## src/rtl/dual_reload_down_timer_defines.svh

```systemverilog
// Assertion macros for the dual reload down timer.
// Used by the top level only; no other dependencies.
`ifndef DUAL_RELOAD_DOWN_TIMER_DEFINES_SVH
`define DUAL_RELOAD_DOWN_TIMER_DEFINES_SVH

// same-cycle implication under synchronous active-low reset
`define DRDT_ASSERT_NOW(label, clk, rstn, ante, cons) \
    label: assert property (@(posedge clk) disable iff (!(rstn)) (ante) |-> (cons)) \
        else $error("drdt same-cycle check failed");

// next-cycle implication under synchronous active-low reset
`define DRDT_ASSERT_NEXT(label, clk, rstn, ante, cons) \
    label: assert property (@(posedge clk) disable iff (!(rstn)) (ante) |=> (cons)) \
        else $error("drdt next-cycle check failed");

`endif

```

## src/rtl/drdt_pkg.sv

```systemverilog
// Shared types and constants for the dual reload down timer.
// No dependencies; imported by every module of the block.
package drdt_pkg;

    localparam int COUNTER_WIDTH_DEF = 32;
    localparam int WORD_W            = 32;
    localparam int KIND_W            = 2;
    localparam int SEL_W             = 3;
    localparam int CTL_W             = 6;
    localparam int IRQ_W             = 2;
    localparam int S_TUSER_W         = KIND_W + SEL_W;
    localparam int M_TDATA_W         = ((WORD_W + IRQ_W + 7) / 8) * 8;

    localparam logic [KIND_W-1:0] KIND_TICK  = 2'd0;
    localparam logic [KIND_W-1:0] KIND_READ  = 2'd1;
    localparam logic [KIND_W-1:0] KIND_WRITE = 2'd2;

    localparam logic [SEL_W-1:0] REG_T1_COUNT  = 3'd0;
    localparam logic [SEL_W-1:0] REG_T1_RELOAD = 3'd1;
    localparam logic [SEL_W-1:0] REG_T2_COUNT  = 3'd2;
    localparam logic [SEL_W-1:0] REG_T2_RELOAD = 3'd3;
    localparam logic [SEL_W-1:0] REG_CONTROL   = 3'd4;
    localparam logic [SEL_W-1:0] REG_STATUS    = 3'd5;
    localparam logic [SEL_W-1:0] REG_MASK      = 3'd6;

    localparam int CTL_T1_EN     = 0;
    localparam int CTL_T1_RELOAD = 1;
    localparam int CTL_T2_EN     = 3;
    localparam int CTL_T2_RELOAD = 4;

    localparam int IRQ_T1 = 0;
    localparam int IRQ_T2 = 1;

    typedef struct packed {
        logic [SEL_W-1:0]  sel;
        logic [KIND_W-1:0] kind;
        logic [WORD_W-1:0] data;
    } item_t;

    typedef struct packed {
        logic              irq2;
        logic              irq1;
        logic [WORD_W-1:0] read_data;
    } result_t;

    typedef struct packed {
        logic [IRQ_W-1:0] status;
        logic [IRQ_W-1:0] mask;
    } irq_view_t;

endpackage

```

## src/rtl/dual_reload_down_timer.sv

```systemverilog
// Top level of the dual reload down timer: input register, core, result register.
// Depends on drdt_pkg, drdt_in_stage, drdt_core, drdt_out_stage and the defines header.
//
//   channel | dir | tdata                          | tuser
//   s_      | in  | [31:0] write_data               | [1:0] kind, [4:2] reg_select
//   m_      | out | [31:0] read_data, [32] timer1_irq, [33] timer2_irq | -
//
// One beat per cycle while m_tready is high; beats pass input then result register.
// Each beat is executed against the timer state in the cycle it leaves the input
// register; ticks, reads and writes are all handled in that cycle.
// Reset (aresetn low, synchronous) clears counters, reloads, control and status
// and masks both interrupts.
// A stalled m_ side holds one result and one more accepted beat, then drops s_tready.
`include "dual_reload_down_timer_defines.svh"

module dual_reload_down_timer #(
    parameter int COUNTER_WIDTH = drdt_pkg::COUNTER_WIDTH_DEF
) (
    input  logic                              aclk,
    input  logic                              aresetn,
    input  logic                              s_tvalid,
    output logic                              s_tready,
    input  logic [drdt_pkg::WORD_W-1:0]       s_tdata,   // [31:0] write_data
    input  logic [drdt_pkg::S_TUSER_W-1:0]    s_tuser,   // [1:0] kind, [4:2] reg_select
    output logic                              m_tvalid,
    input  logic                              m_tready,
    output logic [drdt_pkg::M_TDATA_W-1:0]    m_tdata    // [31:0] read_data,
                                                         // [32] timer1_irq, [33] timer2_irq
);
    import drdt_pkg::*;

    item_t     s_item;
    item_t     item;
    logic      item_valid;
    logic      load_ready;
    logic      fire;
    result_t   result;
    result_t   m_result;
    irq_view_t view;

    assign s_item.data = s_tdata;
    assign s_item.kind = s_tuser[KIND_W-1:0];
    assign s_item.sel  = s_tuser[S_TUSER_W-1:KIND_W];
    assign fire        = item_valid && load_ready;

    drdt_in_stage u_in (
        .aclk       (aclk),
        .aresetn    (aresetn),
        .s_valid    (s_tvalid),
        .s_ready    (s_tready),
        .s_item     (s_item),
        .fire       (fire),
        .item_valid (item_valid),
        .item       (item)
    );

    drdt_core #(
        .COUNTER_WIDTH (COUNTER_WIDTH)
    ) u_core (
        .aclk    (aclk),
        .aresetn (aresetn),
        .fire    (fire),
        .item    (item),
        .result  (result),
        .view    (view)
    );

    drdt_out_stage u_out (
        .aclk       (aclk),
        .aresetn    (aresetn),
        .load       (fire),
        .result     (result),
        .load_ready (load_ready),
        .m_valid    (m_tvalid),
        .m_ready    (m_tready),
        .m_result   (m_result)
    );

    assign m_tdata = M_TDATA_W'(m_result);

    `DRDT_ASSERT_NEXT(a_fire_gives_result, aclk, aresetn, fire, m_tvalid)
    `DRDT_ASSERT_NEXT(a_accept_fills_input, aclk, aresetn, s_tvalid && s_tready, item_valid)
    `DRDT_ASSERT_NEXT(a_status_rises_on_tick_only, aclk, aresetn,
        !(fire && item.kind == KIND_TICK), (view.status & ~$past(view.status)) == '0)
    `DRDT_ASSERT_NOW(a_mask_set_after_reset, aclk, aresetn, !$past(aresetn), view.mask == '1)

endmodule

```

## src/rtl/drdt_in_stage.sv

```systemverilog
// Input register for the dual reload down timer: holds one accepted beat.
// Depends on drdt_pkg.
module drdt_in_stage (
    input  logic           aclk,
    input  logic           aresetn,
    input  logic           s_valid,
    output logic           s_ready,
    input  drdt_pkg::item_t s_item,
    input  logic           fire,
    output logic           item_valid,
    output drdt_pkg::item_t item
);
    import drdt_pkg::*;

    logic  valid_reg;
    item_t item_reg;

    assign s_ready    = !valid_reg || fire;
    assign item_valid = valid_reg;
    assign item       = item_reg;

    always_ff @(posedge aclk) begin
        if (!aresetn) begin
            valid_reg <= 1'b0;
        end else if (s_ready) begin
            valid_reg <= s_valid;
        end
        if (s_ready && s_valid) begin
            item_reg <= s_item;
        end
    end

endmodule

```

## src/rtl/drdt_core.sv

```systemverilog
// Timer state and per-beat execution: ticks, register reads and writes.
// Depends on drdt_pkg.
module drdt_core #(
    parameter int COUNTER_WIDTH = drdt_pkg::COUNTER_WIDTH_DEF
) (
    input  logic               aclk,
    input  logic               aresetn,
    input  logic               fire,
    input  drdt_pkg::item_t    item,
    output drdt_pkg::result_t  result,
    output drdt_pkg::irq_view_t view
);
    import drdt_pkg::*;

    localparam int CW = COUNTER_WIDTH;

    logic [CW-1:0]    t1_count_reg,  t1_count_next;
    logic [CW-1:0]    t1_reload_reg, t1_reload_next;
    logic [CW-1:0]    t2_count_reg,  t2_count_next;
    logic [CW-1:0]    t2_reload_reg, t2_reload_next;
    logic [CTL_W-1:0] ctl_reg,       ctl_next;
    logic [IRQ_W-1:0] status_reg,    status_next;
    logic [IRQ_W-1:0] mask_reg,      mask_next;

    always_comb begin
        t1_count_next  = t1_count_reg;
        t1_reload_next = t1_reload_reg;
        t2_count_next  = t2_count_reg;
        t2_reload_next = t2_reload_reg;
        ctl_next       = ctl_reg;
        status_next    = status_reg;
        mask_next      = mask_reg;
        result         = '0;
        unique case (item.kind)
            KIND_TICK: begin
                if (ctl_reg[CTL_T1_EN]) begin
                    if (t1_count_reg == '0) begin
                        status_next[IRQ_T1] = 1'b1;
                        if (ctl_reg[CTL_T1_RELOAD]) begin
                            t1_count_next = t1_reload_reg;
                        end
                    end else begin
                        t1_count_next = t1_count_reg - CW'(1);
                    end
                end
                if (ctl_reg[CTL_T2_EN]) begin
                    if (t2_count_reg == '0) begin
                        status_next[IRQ_T2] = 1'b1;
                        if (ctl_reg[CTL_T2_RELOAD]) begin
                            t2_count_next = t2_reload_reg;
                        end
                    end else begin
                        t2_count_next = t2_count_reg - CW'(1);
                    end
                end
            end
            KIND_READ: begin
                unique case (item.sel)
                    REG_T1_COUNT:  result.read_data = WORD_W'(t1_count_reg);
                    REG_T1_RELOAD: result.read_data = WORD_W'(t1_reload_reg);
                    REG_T2_COUNT:  result.read_data = WORD_W'(t2_count_reg);
                    REG_T2_RELOAD: result.read_data = WORD_W'(t2_reload_reg);
                    REG_CONTROL:   result.read_data = WORD_W'(ctl_reg);
                    REG_STATUS:    result.read_data = WORD_W'(status_reg);
                    REG_MASK:      result.read_data = WORD_W'(mask_reg);
                    default:       result.read_data = '0;
                endcase
            end
            KIND_WRITE: begin
                unique case (item.sel)
                    REG_T1_COUNT:  t1_count_next  = CW'(item.data);
                    REG_T1_RELOAD: t1_reload_next = CW'(item.data);
                    REG_T2_COUNT:  t2_count_next  = CW'(item.data);
                    REG_T2_RELOAD: t2_reload_next = CW'(item.data);
                    REG_CONTROL:   ctl_next       = item.data[CTL_W-1:0];
                    REG_STATUS:    status_next    = status_reg & ~item.data[IRQ_W-1:0];
                    REG_MASK:      mask_next      = item.data[IRQ_W-1:0];
                    default:       ;
                endcase
            end
            default: ;
        endcase
        result.irq1 = status_next[IRQ_T1] & ~mask_next[IRQ_T1];
        result.irq2 = status_next[IRQ_T2] & ~mask_next[IRQ_T2];
    end

    assign view.status = status_reg;
    assign view.mask   = mask_reg;

    always_ff @(posedge aclk) begin
        if (!aresetn) begin
            t1_count_reg  <= '0;
            t1_reload_reg <= '0;
            t2_count_reg  <= '0;
            t2_reload_reg <= '0;
            ctl_reg       <= '0;
            status_reg    <= '0;
            mask_reg      <= '1;
        end else if (fire) begin
            t1_count_reg  <= t1_count_next;
            t1_reload_reg <= t1_reload_next;
            t2_count_reg  <= t2_count_next;
            t2_reload_reg <= t2_reload_next;
            ctl_reg       <= ctl_next;
            status_reg    <= status_next;
            mask_reg      <= mask_next;
        end
    end

endmodule

```

## src/rtl/drdt_out_stage.sv

```systemverilog
// Result register for the dual reload down timer: holds one beat for the sink.
// Depends on drdt_pkg.
module drdt_out_stage (
    input  logic              aclk,
    input  logic              aresetn,
    input  logic              load,
    input  drdt_pkg::result_t result,
    output logic              load_ready,
    output logic              m_valid,
    input  logic              m_ready,
    output drdt_pkg::result_t m_result
);
    import drdt_pkg::*;

    logic    valid_reg;
    result_t result_reg;

    assign load_ready = !valid_reg || m_ready;
    assign m_valid    = valid_reg;
    assign m_result   = result_reg;

    always_ff @(posedge aclk) begin
        if (!aresetn) begin
            valid_reg <= 1'b0;
        end else if (load_ready) begin
            valid_reg <= load;
        end
        if (load) begin
            result_reg <= result;
        end
    end

endmodule
```

## config.mk

```make
export PLATFORM = sky130hd
export DESIGN_NAME = dual_reload_down_timer
export DESIGN_NICKNAME = d
export VERILOG_FILES = /design/src/rtl/drdt_pkg.sv /design/src/rtl/dual_reload_down_timer.sv /design/src/rtl/drdt_in_stage.sv /design/src/rtl/drdt_core.sv /design/src/rtl/drdt_out_stage.sv
export VERILOG_INCLUDE_DIRS = /design/src /design/src/rtl
export SDC_FILE = /design/constraint.sdc
export NUM_CORES = 1
export LEC_CHECK = 0
export ABC_AREA = 0
export BUFFER_PORTS_ARGS = -buffer_cell sky130_fd_sc_hd__buf_2
export CAP_MARGIN = 20
export CORE_AREA = 4 4 195 197
export DETAILED_ROUTE_END_ITERATION = 7
export DIE_AREA = 0 0 199 201
export REMOVE_ABC_BUFFERS = 1
export SLEW_MARGIN = 30
export SYNTH_ARGS = -nofsm -noshare
export SYNTH_HDL_FRONTEND = slang
export SYNTH_SLANG_ARGS = --single-unit
```

## constraint.sdc

```tcl
create_clock -name aclk -period 2.7 [get_ports aclk]
set_input_delay 0.54 -clock aclk [delete_from_list [all_inputs] [get_ports aclk]]
set_output_delay 0.54 -clock aclk [all_outputs]
set_load 0.02 [all_outputs]
```

==> flow_summary.ini <==
[outcome]
status = finished, final reports clean

[die]
initial_core_util = 0.296
dieArea_um2 = 40000
fp.dieH_um = 201
die_w_um = 199
ios = 83
rows = 70
core_region_area_um2 = 36300

[pwr]
power_density_nw_per_um2 = 574
p_total_mw = 7.36
ir_drop_uv = 433
p_leak_nw = 4.57

[routing]
drtAntennaViolNets = 0
via_count = 9874
wire_per_inst_um = 20.4
vias_per_cell = 5.51
drtPass1Iterations = 5
wl_mm = 36.5
drc_errors = 0
dr.first_iter.drc_count = 1126

[cts]
cts_num_sinks = 211
cts_tree = built
cts_htree_levels = 1
cts-root-buf = clkbuf_16
clkLatencyLatePin_ps = 530
numCtsBuffers = 25
clk_path_buf_depth = 3
clk_pin_slew_ps = 60

[synthesis]
async_reset_ff_frac = 0
synth_area_leaders = dfxtp_1 (26%), edfxtp_1 (20%), nand2_1 (7.3%), a21boi_0 (4.8%), a22oi_1 (4.3%)
netlist_instances = 1217
synth.top_cell.area_share = 0.261
syn_area_um2 = 10700
yosysWarnings = 0
ys.flop_type = dfxtp_1
syn_avg_cell_area_um2 = 8.82
yosys.area.top_type = dfxtp_1
synth_edf_count = 71
synth-seq-cells = 211
synthDistinctLibCells = 69
ys_seq_area_frac = 0.460

[timing]
hold_viol = 0
worst_pin_slew_ps = 639
finalCritPeriodShare = 0.997
period_minus_slack_ps = 2690
drv_slew = 0
max_clock_freq_ghz = 0.372
setup_tns_ps = 0
slew_headroom = 0.574
setup_viol = 0
fin_skew_ps = 15.9
rsz0062_at_grt = true

[finish]
synthToLayoutAreaGrowth_pct = 19.4
antenna_cells = 0
multi_input_area_um2 = 5350
largest_register_ffs = 37
final_util = 0.354
instances_no_fill = 1793
drive_above_1_share = 0.172
seq_area_um2 = 4930
nFillCells = 3753
nNetsFinal = 1352

[global_routing]
grt_antenna_before_repair = 0
grt_pass1_wl_mm = 56.2
grt_pass1_vias = 9644
grt_max_degree = 145
grt_usage = 0.175
globalRoute.totalOverflow = 0

[placed_design]
io_buffer_count = 76
hpwl_mm = 24.0
dp.cells = 1747
gp_congestion = 0.900

[run]
maxCapViolCount = 0

[worst_setup_path]
critical_path_class = flop to flop
cp_max_fo = 22
end_kind = flop
cp.required_ps = 3110
worstPathArrival_ps = 3100
start_kind = flop

[hold_path]
hp-class = primary input to flop
[cells in the final DEF (no fill, tap or decap), types with 41 or more instances in the layout]
cell type,n
a21boi_0,68
nand2_1,209
a31oi_1,48
buf_4,82
a22oi_1,62
a21oi_1,41
buf_2,75
nor2_1,55
o21ai_0,76
dfxtp_1,140
edfxtp_1,71
[worst max-delay path, stage by stage (launching register included)]
cell and delay [ps]:
dfxtp_1 310, or4_4 530, or4_1 410, or4_4 570
a31o_4 300, buf_12 170, o221a_2 270
[per-layer routing]
metal	wire length (um)	vias to the layer above	share of wire	GRT usage
met3	2470	75	0.067	0.0267
met4	943	0	0.026	0.0525
li1	-	4636	-	-
met1	15900	4773	0.43	0.237
met5	0	-	0	0
met2	17300	390	0.47	0.289
[area by class of cell]
class / instances / share of cell area
clock inverters: 10 / 0.00420
multi-input cells: 888 / 0.417
inverters: 15 / 0.00439
well taps: 468 / 0.0457
flip-flops and latches: 211 / 0.385
repair buffers: 166 / 0.0911
clock buffers: 35 / 0.0525
[worst paths after layout]
| check | from | endpoint | slack [ps] | cells after the start |
|---|---|---|---|---|
| hold reg to reg | u_core.t2_reload_reg[6] | u_core.t2_reload_reg[6] | 480 | 2 |
| setup reg to reg | u_core.t1_count_reg[7] | u_core.t1_count_reg[6] | 9 | 6 |
| setup / recovery | u_core.t1_count_reg[7] | u_core.t1_count_reg[6] | 9 | 6 |
| hold / removal | s_tdata[12] | u_in.item[12] | 190 | 1 |
[stage by stage]
| step | instance area (um2) | setup WS [ps] | hold slack (ps) |
|---|---|---|---|
| after detailed placement | 12000 | 1.63 | 476 |
| after CTS | 12800 | 25.7 | 176 |
| after global routing | 12800 | -21.4 | 168 |
| after floorplan | 10300 | -1530 | 453 |
| final | 12800 | 8.78 | 192 |
| after global placement | 12000 | 51.3 | 465 |
[cell usage after synthesis, types with 25 or more instances]
library cell and count:
edfxtp_1 71, a31oi_1 49, nand2_1 209, a21oi_1 41
dfxtp_1 140, clkbuf_1 82, o21ai_0 81, xnor2_1 25
a22oi_1 62, a21boi_0 68, nor3_1 33, nor2_1 56
[power breakdown]
group          internal (mW)  switching (mW)  total [mW]
registers               3.35          0.0631        3.42
clock network           1.73            1.32        3.05
logic                  0.326           0.564       0.890
total                   5.41            1.95        7.36
[what timing repair did]
item	in CTS	in global routing
gates resized for setup	1	9
setup buffers	0	0
hold buffers	0	0
setup endpoints to repair	1	24
endpoints found under the hold margin	0	0
cloned	0	1
pin swaps	0	0
[logic make-up (layout without fill, tap and decap cells)]
family                   Yosys count  count (layout)  share of synthesized area
adder cells (fa/ha/maj)            4               4                    0.00466
other                              1               6                   0.000349
AO/OA/AOI/OAI                    390             390                      0.245
flip-flops                       211             211                      0.460
AND/OR/NAND/NOR                  420             420                      0.182
multiplexers                      24              24                     0.0232
buffers and inverters            123             226                     0.0494
XOR/XNOR                          44              44                     0.0359
(Power assumes the default switching activity.)
